--- src/asef_pkg.sv ---
package asef_pkg;

  // field widths
  localparam int unsigned RawW     = 16;
  localparam int unsigned EngW     = 32;
  localparam int unsigned AlphaW   = 17;
  localparam int unsigned CfgIdxW  = 3;
  localparam int unsigned CfgDataW = 32;
  localparam int unsigned OutDataW = 3 * EngW;

  // q1.16 weight
  localparam int unsigned           AlphaFracW = 16;
  localparam logic [AlphaW-1:0]     AlphaOne   = AlphaW'(1 << AlphaFracW);
  localparam int unsigned           RoundBias  = (1 << AlphaFracW) - 1;

  // scaling datapath
  localparam int unsigned DiffW    = RawW + 1;      // raw difference, signed
  localparam int unsigned EngDiffW = EngW + 1;      // engineering span, signed
  localparam int unsigned MagW     = RawW + EngW;   // product magnitude
  localparam int unsigned ScaleSumW = MagW + 2;     // eng_low plus signed quotient
  localparam int unsigned BlendW   = AlphaW + 1 + EngW;

  // serial divider
  localparam int unsigned DivBitsPerStep = 2;
  localparam int unsigned DivSteps       = MagW / DivBitsPerStep;
  localparam int unsigned DivCntW        = $clog2(DivSteps);

  localparam int unsigned QueueDepth = 2;

  typedef enum logic [CfgIdxW-1:0] {
    CfgRawLow  = 3'd0,
    CfgRawHigh = 3'd1,
    CfgEngLow  = 3'd2,
    CfgEngHigh = 3'd3,
    CfgWeight  = 3'd4
  } cfg_idx_e;

  // one classified sample, front to back
  typedef struct packed {
    logic [RawW-1:0]        num_mag;
    logic [RawW-1:0]        span_mag;
    logic [EngW-1:0]        eng_mag;
    logic                   neg;
    logic                   zero_span;
    logic signed [EngW-1:0] eng_low;
    logic [AlphaW-1:0]      alpha;
  } asef_item_t;

  typedef enum logic [2:0] {
    BackIdle,
    BackMul,
    BackDiv,
    BackScale,
    BackBlend,
    BackAvg,
    BackOut
  } back_state_e;

endpackage

--- src/asef_back.sv ---
module asef_back (
  input  logic                         clk_i,
  input  logic                         rst_ni,
  input  logic                         item_valid_i,
  output logic                         item_ready_o,
  input  asef_pkg::asef_item_t         item_i,
  output logic                         out_valid_o,
  input  logic                         out_ready_i,
  output logic [asef_pkg::EngW-1:0]    scaled_value_o,
  output logic [asef_pkg::EngW-1:0]    smoothed_value_o,
  output logic [asef_pkg::EngW-1:0]    change_rate_o
);

  localparam int unsigned EngW = asef_pkg::EngW;
  localparam int unsigned MagW = asef_pkg::MagW;
  localparam int unsigned DivW = asef_pkg::RawW;
  localparam int unsigned SumW = asef_pkg::ScaleSumW;
  localparam int unsigned BlendW = asef_pkg::BlendW;
  localparam int unsigned AccW = BlendW + 1;

  asef_pkg::back_state_e state_q, state_d;
  asef_pkg::asef_item_t  item_q;

  logic [MagW-1:0]              quot_q, quot_d;
  logic [DivW-1:0]              rem_q, rem_d;
  logic [asef_pkg::DivCntW-1:0] cnt_q;
  logic signed [EngW-1:0]       scaled_q, scaled_d, prev_q, smoothed_q, smoothed_d;
  logic signed [EngW-1:0]       change_q, change_d;
  logic signed [BlendW-1:0]     pa_q, pb_q, pa_d, pb_d;

  logic [DivW:0]                trial;
  logic [MagW:0]                q_ext, q_sgn;
  logic [SumW-1:0]              scale_sum;
  logic signed [asef_pkg::AlphaW:0] a_s, b_s;
  logic [AccW-1:0]              acc, acc_adj;
  logic [EngW:0]                diff;
  logic                         div_last;

  assign div_last = (cnt_q == asef_pkg::DivCntW'(asef_pkg::DivSteps - 1));

  // two restoring division steps per cycle
  always_comb begin
    rem_d  = rem_q;
    quot_d = quot_q;
    trial  = '0;
    for (int i = 0; i < asef_pkg::DivBitsPerStep; i++) begin
      trial  = {rem_d, quot_d[MagW-1]};
      quot_d = {quot_d[MagW-2:0], 1'b0};
      if (trial >= {1'b0, item_q.span_mag}) begin
        rem_d     = DivW'(trial - {1'b0, item_q.span_mag});
        quot_d[0] = 1'b1;
      end else begin
        rem_d = trial[DivW-1:0];
      end
    end
  end

  // signed quotient plus offset, saturated
  always_comb begin
    q_ext     = {1'b0, quot_q};
    q_sgn     = item_q.neg ? (~q_ext + 1'b1) : q_ext;
    scale_sum = {{(SumW-EngW){item_q.eng_low[EngW-1]}}, item_q.eng_low}
              + {{(SumW-MagW-1){q_sgn[MagW]}}, q_sgn};
    if (scale_sum[SumW-1:EngW-1] == '0 || scale_sum[SumW-1:EngW-1] == '1) begin
      scaled_d = scale_sum[EngW-1:0];
    end else if (scale_sum[SumW-1]) begin
      scaled_d = {1'b1, {(EngW-1){1'b0}}};
    end else begin
      scaled_d = {1'b0, {(EngW-1){1'b1}}};
    end
  end

  // weighted products
  always_comb begin
    a_s  = $signed({1'b0, item_q.alpha});
    b_s  = $signed({1'b0, asef_pkg::AlphaOne - item_q.alpha});
    pa_d = a_s * scaled_q;
    pb_d = b_s * prev_q;
  end

  // blend, truncate toward zero, change saturated
  always_comb begin
    acc     = {pa_q[BlendW-1], pa_q} + {pb_q[BlendW-1], pb_q};
    acc_adj = acc + (acc[AccW-1] ? AccW'(asef_pkg::RoundBias) : '0);
    smoothed_d = acc_adj[asef_pkg::AlphaFracW +: EngW];
    diff = {smoothed_d[EngW-1], smoothed_d} - {prev_q[EngW-1], prev_q};
    if (diff[EngW] == diff[EngW-1]) begin
      change_d = diff[EngW-1:0];
    end else if (diff[EngW]) begin
      change_d = {1'b1, {(EngW-1){1'b0}}};
    end else begin
      change_d = {1'b0, {(EngW-1){1'b1}}};
    end
  end

  always_comb begin
    state_d = state_q;
    unique case (state_q)
      asef_pkg::BackIdle:  if (item_valid_i) state_d = asef_pkg::BackMul;
      asef_pkg::BackMul:   state_d = item_q.zero_span ? asef_pkg::BackBlend : asef_pkg::BackDiv;
      asef_pkg::BackDiv:   if (div_last) state_d = asef_pkg::BackScale;
      asef_pkg::BackScale: state_d = asef_pkg::BackBlend;
      asef_pkg::BackBlend: state_d = asef_pkg::BackAvg;
      asef_pkg::BackAvg:   state_d = asef_pkg::BackOut;
      asef_pkg::BackOut:   if (out_ready_i) state_d = asef_pkg::BackIdle;
      default:             state_d = asef_pkg::BackIdle;
    endcase
  end

  always_comb begin
    item_ready_o = (state_q == asef_pkg::BackIdle);
    out_valid_o  = (state_q == asef_pkg::BackOut);
  end

  assign scaled_value_o   = scaled_q;
  assign smoothed_value_o = smoothed_q;
  assign change_rate_o    = change_q;

  always_ff @(posedge clk_i or negedge rst_ni) begin
    if (!rst_ni) begin
      state_q <= asef_pkg::BackIdle;
      prev_q  <= '0;
    end else begin
      state_q <= state_d;
      if (state_q == asef_pkg::BackAvg) begin
        prev_q <= smoothed_d;
      end
    end
  end

  always_ff @(posedge clk_i) begin
    unique case (state_q)
      asef_pkg::BackIdle: begin
        if (item_valid_i) item_q <= item_i;
      end
      asef_pkg::BackMul: begin
        quot_q   <= item_q.num_mag * item_q.eng_mag;
        rem_q    <= '0;
        cnt_q    <= '0;
        scaled_q <= '0;
      end
      asef_pkg::BackDiv: begin
        quot_q <= quot_d;
        rem_q  <= rem_d;
        cnt_q  <= cnt_q + 1'b1;
      end
      asef_pkg::BackScale: scaled_q <= scaled_d;
      asef_pkg::BackBlend: begin
        pa_q <= pa_d;
        pb_q <= pb_d;
      end
      asef_pkg::BackAvg: begin
        smoothed_q <= smoothed_d;
        change_q   <= change_d;
      end
      asef_pkg::BackOut: ;
      default: ;
    endcase
  end

endmodule

--- config.mk ---
export PLATFORM = sky130hd
export DESIGN_NAME = asef_back
export DESIGN_NICKNAME = d
export VERILOG_FILES = /design/src/asef_pkg.sv /design/src/asef_back.sv
export SDC_FILE = /design/constraint.sdc
export NUM_CORES = 2
export LEC_CHECK = 0
export ABC_AREA = 1
export BUFFER_PORTS_ARGS = -buffer_cell sky130_fd_sc_hd__buf_2
export CAP_MARGIN = 5
export CORE_MARGIN = 3
export CORE_UTILIZATION = 40
export CTS_BUF_LIST = sky130_fd_sc_hd__clkbuf_16
export DETAILED_ROUTE_END_ITERATION = 16
export SLEW_MARGIN = 20
export SYNTH_ARGS = -nofsm -noshare
export SYNTH_HDL_FRONTEND = slang
export SYNTH_SLANG_ARGS = --single-unit
--- constraint.sdc ---
create_clock -name clk_i -period 9.2 [get_ports clk_i]
set_input_delay 1.38 -clock clk_i [delete_from_list [all_inputs] [get_ports clk_i]]
set_output_delay 1.38 -clock clk_i [all_outputs]
set_load 0.02 [all_outputs]
# After elaboration in Yosys (flattened, before gate mapping)
# Cells that the tools add are included.
classes:
  add_sub_neg: 9
  multipliers: 3
  magnitude_cmp: 2
  eq_ne: 12
  muxes: 19
  bitwise_logic: 1
  n_reduce_logical: 7
ops:
  columns: ["cell", "count"]
  rows:
  - ["32-bit two-way mux", 4]
  - ["18-bit by 32-bit multiplier with 50-bit output", 2]
  - ["48-bit case mux with 2 select lines", 1]
  - ["32-bit case mux with 2 select lines", 1]
  - ["50-bit by 50-bit adder with 51-bit output", 1]
  - ["32-bit by 49-bit adder with 50-bit output", 1]
  - ["49-bit by 1-bit adder with 49-bit output (second input constant)", 1]
  - ["49-bit two-way mux", 1]
  - ["48-bit NOT with 49-bit output", 1]
  - ["48-bit by 16-bit adder with 48-bit output", 1]
  - ["16-bit by 32-bit multiplier with 48-bit output", 1]
  - ["16-bit two-way mux", 3]
  - ["17-bit by 16-bit >= comparator with 1-bit output", 2]
  - ["32-bit by 32-bit subtractor with 33-bit output", 1]
  - ["16-bit case mux with 2 select lines", 1]
  - ["16-bit subtractor", 2]
  - ["3-bit case mux with 7 select lines", 1]
  - ["19-bit equality test (second input constant)", 1]
  - ["19-bit logical NOT", 1]
  - ["17-bit subtractor (first input constant)", 1]
  - ["3-bit two-way mux", 4]
  - ["5-bit case mux with 2 select lines", 1]
  - ["3-bit equality test (second input constant)", 3]
  - ["3-bit by 2-bit equality test with 1-bit output (second input constant)", 2]
  - ["other kinds (12)", 15]
totals:
  reg_bits: 415
  inputBits: 119
  output_inout_bits: 98

# Depth between registers and ports, before layout
depth:
  depth_word: 8
  depth_mapped: 43
  depth_no_buf: 40

# Least setup slack after synthesis
# Ideal clock, no wire load.
synth_path:
  path_type: "register -> register"
  start: "register item_q (netlist bit a_s[0])"
  end: "register pb_q[45], data pin"
  setup_ps: 258
  arrival_ps: 7488
  t_required_ps: 8942
  setup_slack_ps: 1454
  stages_incl_launch_ff: 41
  n_path_buf: 3
  period_less_slack_ps: 7746
  cell_sequence: "edfxtp_1 clkbuf_1 buf_1 inv_1 ha_1 nand2_1 or3_1 nor2_1 inv_1 nor2_1 nand2_1 or3_1 nor2_1 nand2_1 o21ai_0 nand2_1 inv_2 buf_4 (+5 left out) fa_1 fa_1 inv_1 fa_1 inv_1 ha_1 nand2_1 nor2_1 inv_1 o21ai_0 nand2_1 o211ai_1 a21oi_1 o21ai_0 nand3_1 o21bai_1 a21oi_1 xnor2_1"
synth_via:
  elab_chain_cells: 2
synth_lines:
  columns: ["item", "line_no", "source"]
  rows:
  - ["start: declaration", "asef_back.sv:22", "asef_pkg::asef_item_t item_q;"]
  - ["start signal: assignment", "asef_back.sv:134", "if (item_valid_i) item_q <= item_i;"]
  - ["17-bit subtractor", "asef_back.sv:76", "b_s = $signed({1'b0, asef_pkg::AlphaOne - item_q.alpha});"]
  - ["18-bit by 32-bit multiplier with 50-bit output", "asef_back.sv:78", "pb_d = b_s * prev_q;"]
  - ["named net pb_d[45]", "asef_back.sv:29", "logic signed [BlendW-1:0] pa_q, pb_q, pa_d, pb_d;"]
  - ["end signal: assignment", "asef_back.sv:150", "pb_q <= pb_d;"]
  - ["end: declaration", "asef_back.sv:29", null]
# The timed path passes the listed nets, and every way through them passes these cells.
# A chain may end at the register's enable or synchronous reset.

# Worst setup path in the final report
layout_path:
  start: "register item_q (netlist bit a_s[0])"
  end: "register pb_q[42], data pin"
# The elaborated chain is that of the path after synthesis.

==> flow_metrics.env <==
export IMPL_coreArea_sq_um=203000
export IMPL_setup_worst_path_end_class="flip-flop"
export IMPL_timing_setup_tns_ns=0
export IMPL_finalWirelength_um=256000
export IMPL_synth_cells=10200
export IMPL_dpl_cell_area_sq_um=85800
export IMPL_post_route_period_util_pct=93.3
export IMPL_clock_latency_ns=0.67
export IMPL_grt_start_max_net_pins=79
export IMPL_portBuffers=216
export IMPL_wl_per_cell_um=19.8
export IMPL_ys_flop_type="sky130_fd_sc_hd__edfxtp_1"
export IMPL_detailedRoute_firstPassIterationCount=8
export IMPL_cp_max_fo=13
export IMPL_vias=66400
export IMPL_groute_usage_overall_pct=24.6
export IMPL_cp_slowest_cell="sky130_fd_sc_hd__fa_1"
export IMPL_place_detailed_hpwl_um=215000
export IMPL_layout_drive_gt1_share_pct=4.55
export IMPL_fillCellCount=20500
export IMPL_worst_setup_hold_path_clk_slew_ns=0.06
export IMPL_timing_clock_skew_ns=0.0419
export IMPL_report_final_hold_viol_count=0
export IMPL_critical_path_max_stage_delay_ns=0.51
export IMPL_cts_sinks=415
export IMPL_ys_async_rst_share_pct=8.43
export IMPL_htree_levels=2
export IMPL_tritoncts_num_buffers=51
export IMPL_worst_setup_path_start_kind="flip-flop"
export IMPL_syn_area_sq_um=81900
export IMPL_drv_slew=0
export IMPL_multiInputGateArea_sq_um=58800
export IMPL_synth_lib_cells_used_distinct=59
export IMPL_grt_pass1_wl_um=404000
export IMPL_cp_common_cell="sky130_fd_sc_hd__nand2_1"
export IMPL_floorplan_initialDensity_pct=40.4
export IMPL_floorplan_rows=165
export IMPL_number_of_flops_mapped_to_enable_cells_by_yosys=380
export IMPL_critPathArrivalTime_ns=8.98
export IMPL_setup_reg_to_reg_worst_slack_ns=0.62
export IMPL_maxClockFrequency_mhz=117
export IMPL_final_count_of_negative_setup_slack_endpoints=0
export IMPL_synthesis_area_per_instance_sq_um=8.02
export IMPL_antenna_found_initial=6
export IMPL_rsz_0062_raised_after_global_routing="no"
export IMPL_ff_latch_area_sq_um=12300
export IMPL_clockRootBuffer="sky130_fd_sc_hd__clkbuf_16"
export IMPL_postLayoutCellArea_sq_um=87500
export IMPL_grt_pass1_vias=70600
export IMPL_worstPathRequired_ns=9.60
export IMPL_cts_tree="done"
export IMPL_ioPinCount=217
export IMPL_period_minus_slack_ns=8.58
export IMPL_fin_nets=12400
export IMPL_final_routed_drc_violation_total=0
export IMPL_cts_hold_buf=0
export IMPL_avgViaCountPerCell=5.13
export IMPL_timing_slew_headroom_pct=21.1
export IMPL_layout_cells_most_common="sky130_fd_sc_hd__inv_1"
export IMPL_ant_nets=0
export IMPL_critical_path_class="reg -> reg"
export IMPL_most_used_cells_in_the_layout_excluding_fill_and_tap_cells="sky130_fd_sc_hd__inv_1, sky130_fd_sc_hd__nand2_1, sky130_fd_sc_hd__fa_1, sky130_fd_sc_hd__nor2_1, sky130_fd_sc_hd__ha_1"
export IMPL_worst_pin_slew_ns=1.18
export IMPL_cts_buffer_depth=3
export IMPL_drv_max_cap_violation_count=0
export IMPL_synthToLayoutAreaGrowth_pct=6.81
export IMPL_gpl_final_weighted_congestion=0.957
export IMPL_synth_nets=12300
export IMPL_yosysSeqAreaShare_pct=15.0
export IMPL_die_height_um=459
export IMPL_layoutNonFillerInstCount=12900
export IMPL_place_detailed_instances=12800
export IMPL_chipWidth_um=459
export IMPL_yosys_warnings=0
export IMPL_die_area_sq_um=210000
export IMPL_status="finished, final reports clean"
export IMPL_min_delay_path_class="reg -> reg"
export IMPL_ys_ff_latch=415
export IMPL_drt_iter0_drc=4490
export IMPL_globalRoute_totalOverflow=0
==> metrics by stage <==
step	hold slack (ns)	utilization (%)	setup slack [ns]
floorplan	0.477	-	1.45
global placement	0.584	42.3	0.511
detailed placement	0.586	42.3	0.356
CTS	0.595	43.1	0.379
global route	0.614	43.1	0.00895
finish	0.596	43.1	0.618
==> sequential cells by signal, summed over array words and instances (netlist names) <==
name and flops:
a_s 17, change_rate_o 32, cnt_q 5, item_q 98
pa_q 50, pb_q 50, prev_q 32, quot_q 48
rem_q 16, scaled_value_o 32, smoothed_value_o 32, state_q 3
==> cells by family after synthesis <==
group	share of synthesized area (%)
buffers and inverters	13.3
AOI/OAI and AO/OA	6.85
and+or+nand+nor	17.4
DFF	15.0
adders and majority gates	44.0
xor gates and xnor gates	3.48
==> critical path, delay by kind of cell, from the launching register on <==
kind / cells / cell delay (ns)
AO/OA/AOI/OAI: 7 / 1.34
AND/OR/NAND/NOR: 14 / 2.19
buffers and inverters: 7 / 0.82
adder cells (fa/ha/maj): 8 / 3.41
flip-flops: 1 / 0.42
XOR/XNOR: 1 / 0.12
==> synthesized netlist by cell type, drive strengths merged (4+ instances only) <==
master   instances  area share (%)
ha             537             8.2
nand2         2440              11
a21o            19            0.17
dfrtp           35             1.1
or2             19            0.15
and2            12           0.092
o31ai            9           0.082
nor2           728             3.4
a31oi           74            0.57
xor2           201             2.2
a21oi          432             2.6
a211oi           7           0.064
a21boi          18            0.16
edfxtp         380              14
nor3            81            0.51
xnor2          121             1.3
nand4           60            0.46
fa            1465              36
o211ai          14            0.13
or3              4           0.043
nand3b          12            0.11
o21bai          29            0.27
buf             39            0.27
nor4            23            0.18
o21ai          348             2.1
nand3          200             1.2
a221oi           6           0.064
inv           2509              11
o21a            43            0.39
clkbuf         331             1.5
o2111ai          5           0.053
==> path summary, 6_finish.rpt <==
kind                          start         end  cells past startpoint
max in group asynchronous    rst_ni  state_q[1]                      2
max reg2reg                  a_s[0]    pb_q[42]                     37
max                          a_s[0]    pb_q[42]                     37
min reg2reg                cnt_q[0]    cnt_q[0]                      1
min                        cnt_q[0]    cnt_q[0]                      1
min in group asynchronous    rst_ni   prev_q[6]                      2
==> final cells by class <==
type / count / area share (%)
multi-input combinational: 6922 / 67.2
timing repair buffer: 328 / 2.21
inverter: 2512 / 10.8
sequential: 415 / 14.0
tap: 2672 / 3.82
antenna: 5 / 0.0143
clock buffer: 52 / 1.49
clock inverter: 41 / 0.448
==> per-layer routing <==
layer / vias to the layer above / wire [um] / track usage (%)
met5: - / 13 / 0
met4: 2 / 10900 / 8.99
met3: 445 / 13100 / 2.46
met2: 1994 / 128000 / 43.5
met1: 33300 / 104000 / 31.2
li1: 30600 / - / -
==> timing repair <==
item,in CTS,in global routing
buffers inserted,0,0
endpoints found under the setup margin,0,8
resized for setup,0,3
Power is not shown: default switching activity piles up to over one toggle a cycle in this logic, so the estimate is an artifact.
