$ cat config.mk
export PLATFORM = sky130hd
export DESIGN_NAME = asef_fifo
export DESIGN_NICKNAME = d
export VERILOG_FILES = /design/src/asef_pkg.sv /design/src/asef_fifo.sv
export SDC_FILE = /design/constraint.sdc
export NUM_CORES = 1
export LEC_CHECK = 0
export BUFFER_PORTS_ARGS = -buffer_cell sky130_fd_sc_hd__buf_4
export CAP_MARGIN = 0
export CORE_MARGIN = 4
export CORE_UTILIZATION = 52
export CTS_BUF_LIST = sky130_fd_sc_hd__clkbuf_16
export DETAILED_ROUTE_END_ITERATION = 10
export GPL_TIMING_DRIVEN = 0
export HOLD_SLACK_MARGIN = 0.15
export PLACE_DENSITY = 0.79
export SLEW_MARGIN = 40
export SYNTH_ARGS = -nofsm -noshare
export SYNTH_HDL_FRONTEND = slang
export SYNTH_SLANG_ARGS = --single-unit
$ cat constraint.sdc
create_clock -name clk_i -period 8.6 [get_ports clk_i]
set_input_delay 1.29 -clock clk_i [delete_from_list [all_inputs] [get_ports clk_i]]
set_output_delay 1.29 -clock clk_i [all_outputs]
set_load 0.03 [all_outputs]
$ cat src/asef_pkg.sv
package asef_pkg;

  // field widths
  localparam int unsigned RawW     = 16;
  localparam int unsigned EngW     = 32;
  localparam int unsigned AlphaW   = 17;
  localparam int unsigned CfgIdxW  = 3;
  localparam int unsigned CfgDataW = 32;
  localparam int unsigned OutDataW = 3 * EngW;

  // q1.16 weight
  localparam int unsigned           AlphaFracW = 16;
  localparam logic [AlphaW-1:0]     AlphaOne   = AlphaW'(1 << AlphaFracW);
  localparam int unsigned           RoundBias  = (1 << AlphaFracW) - 1;

  // scaling datapath
  localparam int unsigned DiffW    = RawW + 1;      // raw difference, signed
  localparam int unsigned EngDiffW = EngW + 1;      // engineering span, signed
  localparam int unsigned MagW     = RawW + EngW;   // product magnitude
  localparam int unsigned ScaleSumW = MagW + 2;     // eng_low plus signed quotient
  localparam int unsigned BlendW   = AlphaW + 1 + EngW;

  // serial divider
  localparam int unsigned DivBitsPerStep = 2;
  localparam int unsigned DivSteps       = MagW / DivBitsPerStep;
  localparam int unsigned DivCntW        = $clog2(DivSteps);

  localparam int unsigned QueueDepth = 2;

  typedef enum logic [CfgIdxW-1:0] {
    CfgRawLow  = 3'd0,
    CfgRawHigh = 3'd1,
    CfgEngLow  = 3'd2,
    CfgEngHigh = 3'd3,
    CfgWeight  = 3'd4
  } cfg_idx_e;

  // one classified sample, front to back
  typedef struct packed {
    logic [RawW-1:0]        num_mag;
    logic [RawW-1:0]        span_mag;
    logic [EngW-1:0]        eng_mag;
    logic                   neg;
    logic                   zero_span;
    logic signed [EngW-1:0] eng_low;
    logic [AlphaW-1:0]      alpha;
  } asef_item_t;

  typedef enum logic [2:0] {
    BackIdle,
    BackMul,
    BackDiv,
    BackScale,
    BackBlend,
    BackAvg,
    BackOut
  } back_state_e;

endpackage

$ cat src/asef_fifo.sv
module asef_fifo #(
  parameter int unsigned Depth = asef_pkg::QueueDepth
) (
  input  logic                 clk_i,
  input  logic                 rst_ni,
  input  logic                 push_valid_i,
  output logic                 push_ready_o,
  input  asef_pkg::asef_item_t push_item_i,
  output logic                 pop_valid_o,
  input  logic                 pop_ready_i,
  output asef_pkg::asef_item_t pop_item_o
);

  localparam int unsigned PtrW = (Depth > 1) ? $clog2(Depth) : 1;
  localparam int unsigned CntW = $clog2(Depth + 1);

  asef_pkg::asef_item_t mem_q [Depth];
  logic [PtrW-1:0] wr_ptr_q, wr_ptr_d, rd_ptr_q, rd_ptr_d;
  logic [CntW-1:0] count_q, count_d;
  logic push, pop;

  assign push_ready_o = (count_q != CntW'(Depth));
  assign pop_valid_o  = (count_q != '0);
  assign pop_item_o   = mem_q[rd_ptr_q];
  assign push         = push_valid_i && push_ready_o;
  assign pop          = pop_valid_o && pop_ready_i;

  always_comb begin
    wr_ptr_d = wr_ptr_q;
    rd_ptr_d = rd_ptr_q;
    count_d  = count_q;
    if (push) begin
      wr_ptr_d = (wr_ptr_q == PtrW'(Depth - 1)) ? '0 : wr_ptr_q + 1'b1;
    end
    if (pop) begin
      rd_ptr_d = (rd_ptr_q == PtrW'(Depth - 1)) ? '0 : rd_ptr_q + 1'b1;
    end
    if (push && !pop) begin
      count_d = count_q + 1'b1;
    end else if (pop && !push) begin
      count_d = count_q - 1'b1;
    end
  end

  always_ff @(posedge clk_i or negedge rst_ni) begin
    if (!rst_ni) begin
      wr_ptr_q <= '0;
      rd_ptr_q <= '0;
      count_q  <= '0;
    end else begin
      wr_ptr_q <= wr_ptr_d;
      rd_ptr_q <= rd_ptr_d;
      count_q  <= count_d;
    end
  end

  always_ff @(posedge clk_i) begin
    if (push) begin
      mem_q[wr_ptr_q] <= push_item_i;
    end
  end

endmodule

* After elaboration in Yosys (flattened, before gate mapping)
Memories as Yosys holds them, arrays and structs flattened.
Index checks and enable logic that the tools add are counted.
** Storage, ports and cells
- Register bits :: 4
- RAM bits :: 230
- Input port bits :: 119
- Word-level logic and storage cells :: 23
- Memories kept :: 1
** Memories
- mem_q :: words 2, width 115, rd ports 1, clocked after Yosys merged registers in 0, wr ports 1, RTL line asef_fifo.sv:17 : asef_pkg::asef_item_t mem_q [Depth];
** Operators by class
- Add/subtract/negate cells :: 4
- Eq/ne operators :: 1
- Multiplexer cells :: 6
- Reductions and logical operators :: 8
** Operator list (number)
- $logic_and 1x1->1 :: 4
- $mux 1 :: 4
- $mux 2 :: 2
- $reduce_bool 2->1 :: 2
- $add 1x1->1 const B :: 2
- $add 2x1->2 const B :: 1
- $logic_not 1->1 :: 2
- $ne 2x2->1 const B :: 1
- $sub 2x1->2 const B :: 1

* Logic depth before layout (Yosys ltp)
Gate-level depths: netlist (run 1).
- Depth after elaboration :: 6
- Gate-level depth with buffers :: 7
- Gate-level depth less buffers :: 7

* Worst setup path after synthesis (run 1)
Ideal clock, no wire load.
- Kind :: input to register
- From :: input push_valid_i
- To :: memory mem_q[0][0] (netlist name) (enable)
- Library setup time :: 591 ps
- Arrival :: 6173 ps
- Required time :: 8009 ps
- Setup slack :: 1836 ps
- Stages on the path :: 2
- Cell sequence :: nand2_1 > nor2_1
** On the way
- Word-level cells in the longest chain between the ends :: 3
** Ends and longest elaborated chain
- from (decl) :: RTL line asef_fifo.sv:6 : input logic push_valid_i,
- $logic_and 1x1->1 :: RTL line asef_fifo.sv:25 : assign push = push_valid_i && push_ready_o;
- $mux 1 :: RTL line asef_fifo.sv:58 : if (push) begin
- $mux 1 (implied by the code) :: RTL line asef_fifo.sv:59 : mem_q[wr_ptr_q] <= push_item_i;
- to (decl) :: RTL line asef_fifo.sv:17
Every way passes these cells.

==> results.ini, run 1 <==
[timing]
period_share_pct=36.6
setup_viol=0
rsz0062_at_grt=false
holdWs_ns=0.537
skew_ns=0.00706
hold_viol=0
drv_slew=0
finalWorstSetupSlack_ns=5.45
slew_headroom_pct=64.2
fmax_mhz=317
min_period_ns=3.15
worstMarginPinSlew_ns=0.536

[clock_tree]
clock_latency_ns=0.49
cts-root-buf=clkbuf_16
cts_resized=0
cts_tree=done
clock_sinks=234
cts_buffers=24
path_clk_slew_ns=0.06
post_cts_buffers=0
clockBufferDepth=3
postCtsHoldBufs=0
htree_levels=1

[critical_path]
crit_path_frequent_cell=buf_6
critPathSlowestCell=dfrtp_1
critPathCaptureType=primary output
path_cells=buf_6, buf_6, buf_6, mux2_4, buf_4
cp.required_ns=7.31
critical_path.max_fanout=10
crit_type=register to primary output
cpPeakStageDelay_ns=0.34
arrival_ns=1.86
crit_buf_inv=4
cp_top_family=buffers and inverters
critPathLaunchType=register

[routing]
drc=0
final_antenna_net_count=0
drt-initial-drc-count=172
first_pass_iters=4
routedWlPerCell_um=19.8
routed_wl_um=17400
vias_per_cell=5.04
vias=4429

[synth]
synth-seq-cells=234
yosys_warnings=0
ys_seq_area_share_pct=81.0
syn_avg_cell_area_sq_um=23.0
synth_cell_type_count=15
synth_area_sq_um=8650
syn_inst=376
syn_nets=496

[pwr]
ir_worst_vdd_mv=0.308
fin_total_pwr_mw=4.29
p_leak_nw=4.50
cellPowerDensity_nw_per_um2=371

[global_route]
grt_use_total_pct=17.9
antenna_found_initial=0
grt_pass1_vias=4818
grt_max_degree=43
grt_overflow=0
grt_pass1_wl_um=25700

[finish]
num-nets-final=765
area_growth_pct=33.5
num_antenna_cells=0
drive_gt1_share_pct=60.6
nFillCells=1008
layout.cells.non_filler=879

[die]
die_w_um=137
num_rows=46
die_h_um=137
start_util_pct=53.7
core-area_sq_um=16100
die_area_sq_um=18800
ioPinCount=236

[placement]
dp_hpwl_um=12300
place_congestion=0.727
io_buffers=235
dp.cells=835
place_worst_setup_slack_ns=5.57

[outcome]
run_status=finished, final reports clean

[job]
drv_cap=0

[min_path]
hp-class=register to register

[where the power goes]
group | internal [mW] | switching [mW]
sequential | 1.56 | 0.0629
combinational | 0.737 | 1.02
clock | 0.521 | 0.387
total | 2.82 | 1.47
[sequential cells by signal, indices dropped and copies added, names as in the netlist]
signal	count
mem_q	230
count_q	2
wr_ptr_q	1
rd_ptr_q	1
[layout by cell type (no fill, tap or decap), drive strengths merged]
master / instances
buf: 256
edfxtp: 230
mux2: 115
clkbuf: 25
inv: 12
clkinv: 8
dfrtp: 4
xnor2: 3
nand2: 2
xor2: 2
nor2: 2
nand2b: 1
or2: 1
and3: 1
ha: 1
[cell usage after synthesis]
| cell | instances | area, sq um |
|---|---|---|
| nand2_1 | 2 | 7.51 |
| mux2_4 | 40 | 601 |
| edfxtp_1 | 230 | 6910 |
| ha_1 | 1 | 12.5 |
| or2_2 | 1 | 6.26 |
| mux2_2 | 75 | 845 |
| xnor2_1 | 3 | 26.3 |
| xor2_1 | 2 | 17.5 |
| nand2b_1 | 1 | 6.26 |
| buf_2 | 7 | 35.0 |
| inv_1 | 1 | 3.75 |
| nor2_1 | 2 | 7.51 |
| and3_1 | 1 | 6.26 |
| buf_6 | 6 | 67.6 |
| dfrtp_1 | 4 | 100 |
[per-layer routing]
metal,track usage [%],up-vias,routed length (um)
li1,-,2030,-
met1,20.9,2200,6290
met2,31.2,180,8890
met3,7.21,19,1960
met4,3.99,0,227
met5,0,-,0
[final cells by class]
cell class              count  area, sq um  area share (%)
inverters                   1         3.75          0.0325
plain buffers              13          103           0.889
repair buffers            243         1910            16.5
flip-flops and latches    234         7010            60.7
well taps                 216          270            2.34
multi-input cells         128         1550            13.4
clock buffers              25          626            5.42
clock inverters            19         78.8           0.683
[stage by stage]
step | setup TNS (ns) | util [%] | instance area (sq um)
floorplan | 0 | - | 8650
CTS | 0 | 71.6 | 11500
global route | 0 | 71.6 | 11500
detailed placement | 0 | 67.3 | 10800
finish | 0 | 71.6 | 11500
global placement | -64.27 | 66.3 | 10700
[path summary, 6_finish.rpt]
| check | start | end | slack, ns | depth (start not counted) |
|---|---|---|---|---|
| min in group asynchronous | rst_ni | rd_ptr_q$_DFFE_PN0P_ | 0.58 | 1 |
| hold / removal | count_q[0]$_DFFE_PN0P_ | count_q[0]$_DFFE_PN0P_ | 0.54 | 1 |
| hold reg to reg | count_q[0]$_DFFE_PN0P_ | count_q[0]$_DFFE_PN0P_ | 0.54 | 1 |
| max in group asynchronous | rst_ni | wr_ptr_q$_DFFE_PN0P_ | 7.92 | 1 |
| setup reg to reg | count_q[0]$_DFFE_PN0P_ | mem_q[0][97]$_DFFE_PP_ | 6.38 | 6 |
| setup / recovery | rd_ptr_q$_DFFE_PN0P_ | pop_item_o[53] | 5.45 | 5 |
[cells by family after synthesis]
group	share of synthesized area, %
XOR/XNOR	0.506
adder cells (fa/ha/maj)	0.145
buffers and inverters	1.23
flip-flops	81.0
multiplexers	16.7
AND/OR/NAND/NOR	0.391
No activity file was read; power rests on OpenSTA's default activity.
==> run 2: changes to the inputs <==
==> constraint.sdc (replaced) <==
create_clock -name clk_i -period 3.05 [get_ports clk_i]
set_input_delay 0.4575 -clock clk_i [delete_from_list [all_inputs] [get_ports clk_i]]
set_output_delay 0.4575 -clock clk_i [all_outputs]
set_load 0.03 [all_outputs]
==> run 2 against run 1 <==
Sequential power grew to 2.8 times the previous value. Worst hold slack worse by 0.28 ns. Die area stayed put. Largest power group unchanged.
==> results.ini, run 2 (same netlist as run 1, synthesis figures left out) <==
[outcome]
run_status=finished, final reports clean

[timing]
worstMarginPinSlew_ns=0.542
skew_ns=0.0175
period_share_pct=76.4
slew_headroom_pct=63.9
rsz0062_at_grt=false
drv_slew=0
setup_viol=0
finalWorstSetupSlack_ns=0.721
min_period_ns=2.33
hold_viol=0
fmax_mhz=429

[finish]
top_regs=mem_q (230), count_q (2)
top_register=mem_q
layout.cells.most_common_list=buf_4, edfxtp_1, dlygate4sd3_1, mux2_2, mux2_4
nFillCells=774
largest_reg_flops=230
area_growth_pct=49.7
layout.cells.most_common=buf_4
num-nets-final=883
drive_gt1_share_pct=53.5
final_util_pct=80.3

[clock_tree]
cts_tree=done
cts-root-buf=clkbuf_16
path_clk_slew_ns=0.06
clock_latency_ns=0.51
cts_buffers=25
htree_levels=1
clock_sinks=234
post_cts_buffers=0
clockBufferDepth=3

[critical_path]
critical_path.max_fanout=10
cpPeakStageDelay_ns=0.34
cp_top_family=buffers and inverters
arrival_ns=1.87
critPathSlowestCell=dfrtp_1
crit_type=register to primary output
crit_buf_inv=4
critPathLaunchType=register
reg2reg_depth=4
worstSetupPathDepth=5
cp.required_ns=2.59
crit_path_frequent_cell=buf_6
path_cells=buf_6, buf_6, buf_6, mux2_4, buf_4
critPathCaptureType=primary output

[placement]
io_buffers=235
place_worst_setup_slack_ns=0.970
place_congestion=0.718
dp_hpwl_um=12100

[routing]
routed_wl_um=22100
final_antenna_net_count=0
drt-initial-drc-count=282
vias_per_cell=5.07
routedWlPerCell_um=22.1
first_pass_iters=6
vias=5071
drc=0

[global_route]
grt_overflow=0
grt_use_total_pct=23.4
antenna_found_initial=3
busiest_layer=met2
use_met3_pct=6.43
grtUsageMet1_pct=26.5
grt_pass1_vias=5727
grt_use_met2_pct=43.3
grt_pass1_wl_um=32600
grt_max_degree=43

[pwr]
cellPowerDensity_nw_per_um2=1010
fin_total_pwr_mw=13.1
p_leak_nw=5.05
ir_worst_vdd_mv=0.720

[die]
num_rows=46
die_area_sq_um=18800
core-area_sq_um=16100
start_util_pct=53.7
ioPinCount=236
die_w_um=137
die_h_um=137

[min_path]
hp-class=input port to register
hold_depth=3

[job]
drv_cap=0

==> run 2: cell type report <==
cell class | instances | area [sq um] | share of cell area, %
Sequential cell | 234 | 7010 | 54.1
Multi-Input combinational cell | 128 | 1550 | 12.0
Antenna cell | 3 | 7.51 | 0.0580
Inverter | 1 | 3.75 | 0.0290
Buffer | 13 | 103 | 0.793
Clock buffer | 25 | 626 | 4.83
Clock inverter | 21 | 243 | 1.88
Tap cell | 216 | 270 | 2.09
Timing Repair Buffer | 360 | 3130 | 24.2
==> run 2: worst min-delay path, delay by kind of cell <==
family	cells	cell delay, ns
and+or+nand+nor	1	0.10
buffers and inverters	1	0.11
xor gates and xnor gates	1	0.07
==> run 2: final timing paths <==
check,to,from,slack [ns]
max in group asynchronous,rd_ptr_q$_DFFE_PN0P_,rst_ni,2.65
setup reg to reg,mem_q[1][99]$_DFFE_PP_,count_q[0]$_DFFE_PN0P_,0.97
hold reg to reg,count_q[1]$_DFFE_PN0P_,count_q[1]$_DFFE_PN0P_,0.54
min in group asynchronous,wr_ptr_q$_DFFE_PN0P_,rst_ni,0.29
hold / removal,rd_ptr_q$_DFFE_PN0P_,pop_ready_i,0.26
setup / recovery,pop_item_o[49],rd_ptr_q$_DFFE_PN0P_,0.72
==> run 2: what timing repair did <==
item,4_1_cts,5_1_grt
hold endpoints to repair,234,0
hold buffers,116,0
gates resized for setup,0,0
==> run 2: per-layer routing <==
layer  vias to the layer above  part of all wire, %
met3                        39                  8.0
li1                       2277                    -
met4                         0                  2.4
met1                      2519                   36
met5                         -                    0
met2                       236                   54
==> run 2: where the power goes <==
part / switching [mW] / internal [mW]
Sequential: 0.212 / 4.39
Clock: 1.26 / 1.93
Combinational: 3.03 / 2.24
==> run 2: per-stage QoR <==
step	hold WS (ns)	TNS, ns	instance area [sq um]	std cells
after CTS	0.244	0	12900	998
final	0.258	0	12900	1001
after floorplan	0.162	0	8660	376
after global routing	0.261	0	12900	1001
after detailed placement	0.261	0	10900	836
after global placement	0.254	-70.27	10700	827
==> run 3: changes to the inputs <==
--- a/config.mk
+++ b/config.mk
@@ -8,12 +8,12 @@
 export BUFFER_PORTS_ARGS = -buffer_cell sky130_fd_sc_hd__buf_4
 export CAP_MARGIN = 0
 export CORE_MARGIN = 4
-export CORE_UTILIZATION = 52
+export CORE_UTILIZATION = 47
 export CTS_BUF_LIST = sky130_fd_sc_hd__clkbuf_16
 export DETAILED_ROUTE_END_ITERATION = 10
 export GPL_TIMING_DRIVEN = 0
 export HOLD_SLACK_MARGIN = 0.15
-export PLACE_DENSITY = 0.79
+export PLACE_DENSITY = 0.76
 export SLEW_MARGIN = 40
 export SYNTH_ARGS = -nofsm -noshare
 export SYNTH_HDL_FRONTEND = slang
==> constraint.sdc (replaced) <==
create_clock -name clk_i -period 2 [get_ports clk_i]
set_input_delay 0.3 -clock clk_i [delete_from_list [all_inputs] [get_ports clk_i]]
set_output_delay 0.3 -clock clk_i [all_outputs]
set_load 0.03 [all_outputs]
==> run 3 against run 2 <==
Critical path depth unchanged. Critical endpoint is now pop_item_o[65]. Clock power up 38%. Count of clock-buffer cells in the layout down 2. Critical path type unchanged. The run now ends with negative setup slack left. Via count down 2.1%. Sequential power up 52%. Die area up 10%. Sequential share of layout area down 1.2 points. Worst hold slack better by 0.27 ns. Clock skew down 0.0061 ns. Total power up 53%. Utilization down 6.9 points.
==> results.ini, run 3 (same netlist as run 1, synthesis figures left out) <==
[outcome]
run_status=complete, but fails checks
violations=negative setup slack

[critical_path]
critPathCaptureType=primary output
crit_type=register to primary output
cp.required_ns=1.70
arrival_ns=1.78
reg2reg_depth=7
critPathLaunchType=register
critical_path.max_fanout=10

[pwr]
ir_worst_vdd_mv=0.948
cellPowerDensity_nw_per_um2=1510
p_leak_nw=5.18

[timing]
min_period_ns=2.08
slew_headroom_pct=78.7
worstMarginPinSlew_ns=0.320
drv_slew=0
period_share_pct=104
setup_viol=113
finalWorstSetupSlack_ns=-0.0769
skew_ns=0.0113
fmax_mhz=481
hold_viol=0
rsz0062_at_grt=true
holdWs_ns=0.532

[placement]
place_congestion=0.738
dp_hpwl_um=11900
placed_cell_area_sq_um=10900
place_worst_setup_slack_ns=0.0824
io_buffers=235

[finish]
top_regs=mem_q (230), count_q (2)
num-nets-final=894
top_register=mem_q
area_growth_pct=53.1
final_util_pct=73.4
design_area_sq_um=13200
largest_reg_flops=230
layout.cells.most_common=edfxtp_1
drive_gt1_share_pct=52.9
layout.cells.most_common_list=edfxtp_1, buf_4, dlygate4sd3_1, mux2_2, buf_6

[global_route]
busiest_layer=met2
use_met3_pct=3.89
grt_use_total_pct=18.5
grt_pass1_vias=5478
grt_overflow=0
grt_max_degree=39
grtUsageMet1_pct=21.1
antenna_found_initial=0
grt_use_met2_pct=35.0
grt_pass1_wl_um=29600

[clock_tree]
clockBufferDepth=3
cts-root-buf=clkbuf_16
clock_sinks=234
htree_levels=1
clock_latency_ns=0.49
path_clk_slew_ns=0.06
cts_buffers=23
cts_tree=done

[min_path]
hp-class=input port to register
hold_depth=2

[die]
die_h_um=144
die_area_sq_um=20600
num_rows=49
ioPinCount=236
start_util_pct=48.0
die_w_um=144
core-area_sq_um=18000

[routing]
vias_per_cell=4.87
vias=4966
final_antenna_net_count=0
routedWlPerCell_um=19.7
drc=0
drt-initial-drc-count=176
routed_wl_um=20100
first_pass_iters=4

[job]
drv_cap=0

[run 3: area by class of cell]
type,instances,area [sq um]
sequential,234,7010
fill,1042,4790
timing repair buffer,372,3420
multi-input combinational,129,1570
clock buffer,23,576
tap,229,287
clock inverter,18,203
buffer,13,164
inverter,1,3.75
antenna,1,2.50
[run 3: path summary, 6_finish.rpt]
check	end	start	slack [ns]
setup reg to reg	mem_q[0][68]$_DFFE_PP_	count_q[0]$_DFFE_PN0P_	0.20
min in group asynchronous	count_q[0]$_DFFE_PN0P_	rst_ni	0.72
hold / removal	mem_q[0][91]$_DFFE_PP_	push_item_i[91]	0.53
setup / recovery	pop_item_o[65]	rd_ptr_q$_DFFE_PN0P_	-0.08
hold reg to reg	count_q[0]$_DFFE_PN0P_	count_q[0]$_DFFE_PN0P_	0.57
max in group asynchronous	rd_ptr_q$_DFFE_PN0P_	rst_ni	1.12
[run 3: per-layer routing]
metal	up-vias	part of all wire, %
li1	2295	-
met1	2452	36
met2	182	55
met3	37	6.6
met4	0	2.2
met5	-	0
[run 3: where the power goes]
group	switching [mW]	leakage [nW]	total, mW	internal [mW]
Clock	1.69	0.393	4.41	2.72
Sequential	0.310	2.18	7.00	6.69
Combinational	4.66	2.60	8.62	3.96
Total	6.66	5.18	20.0	13.4
[run 3: what timing repair did]
action                                 in CTS  in global routing
setup endpoints to repair                 115                159
hold buffers                              119                  0
resized for setup                          63                  1
pin swaps                                   0                  2
gates cloned                                0                  1
setup buffers                               2                  6
endpoints found under the hold margin     236                  0
[run 3: per-stage QoR]
stage / power (mW) / instances / setup TNS (ns)
3_5_place_dp: 14.8 / 850 / 0
2_1_floorplan: 12.0 / 376 / -151.13
4_1_cts: 20.0 / 1012 / -9.45
6_report: 20.0 / 1020 / -4.81
3_3_place_gp: 14.4 / 840 / -301.69
5_1_grt: 20.8 / 1019 / -12.85
[run 3: worst max-delay path: stages (launching register included)]
cell	delay, ns
dfrtp_1	0.37
buf_6	0.15
buf_12	0.15
buf_12	0.15
mux2_4	0.31
buf_6	0.14
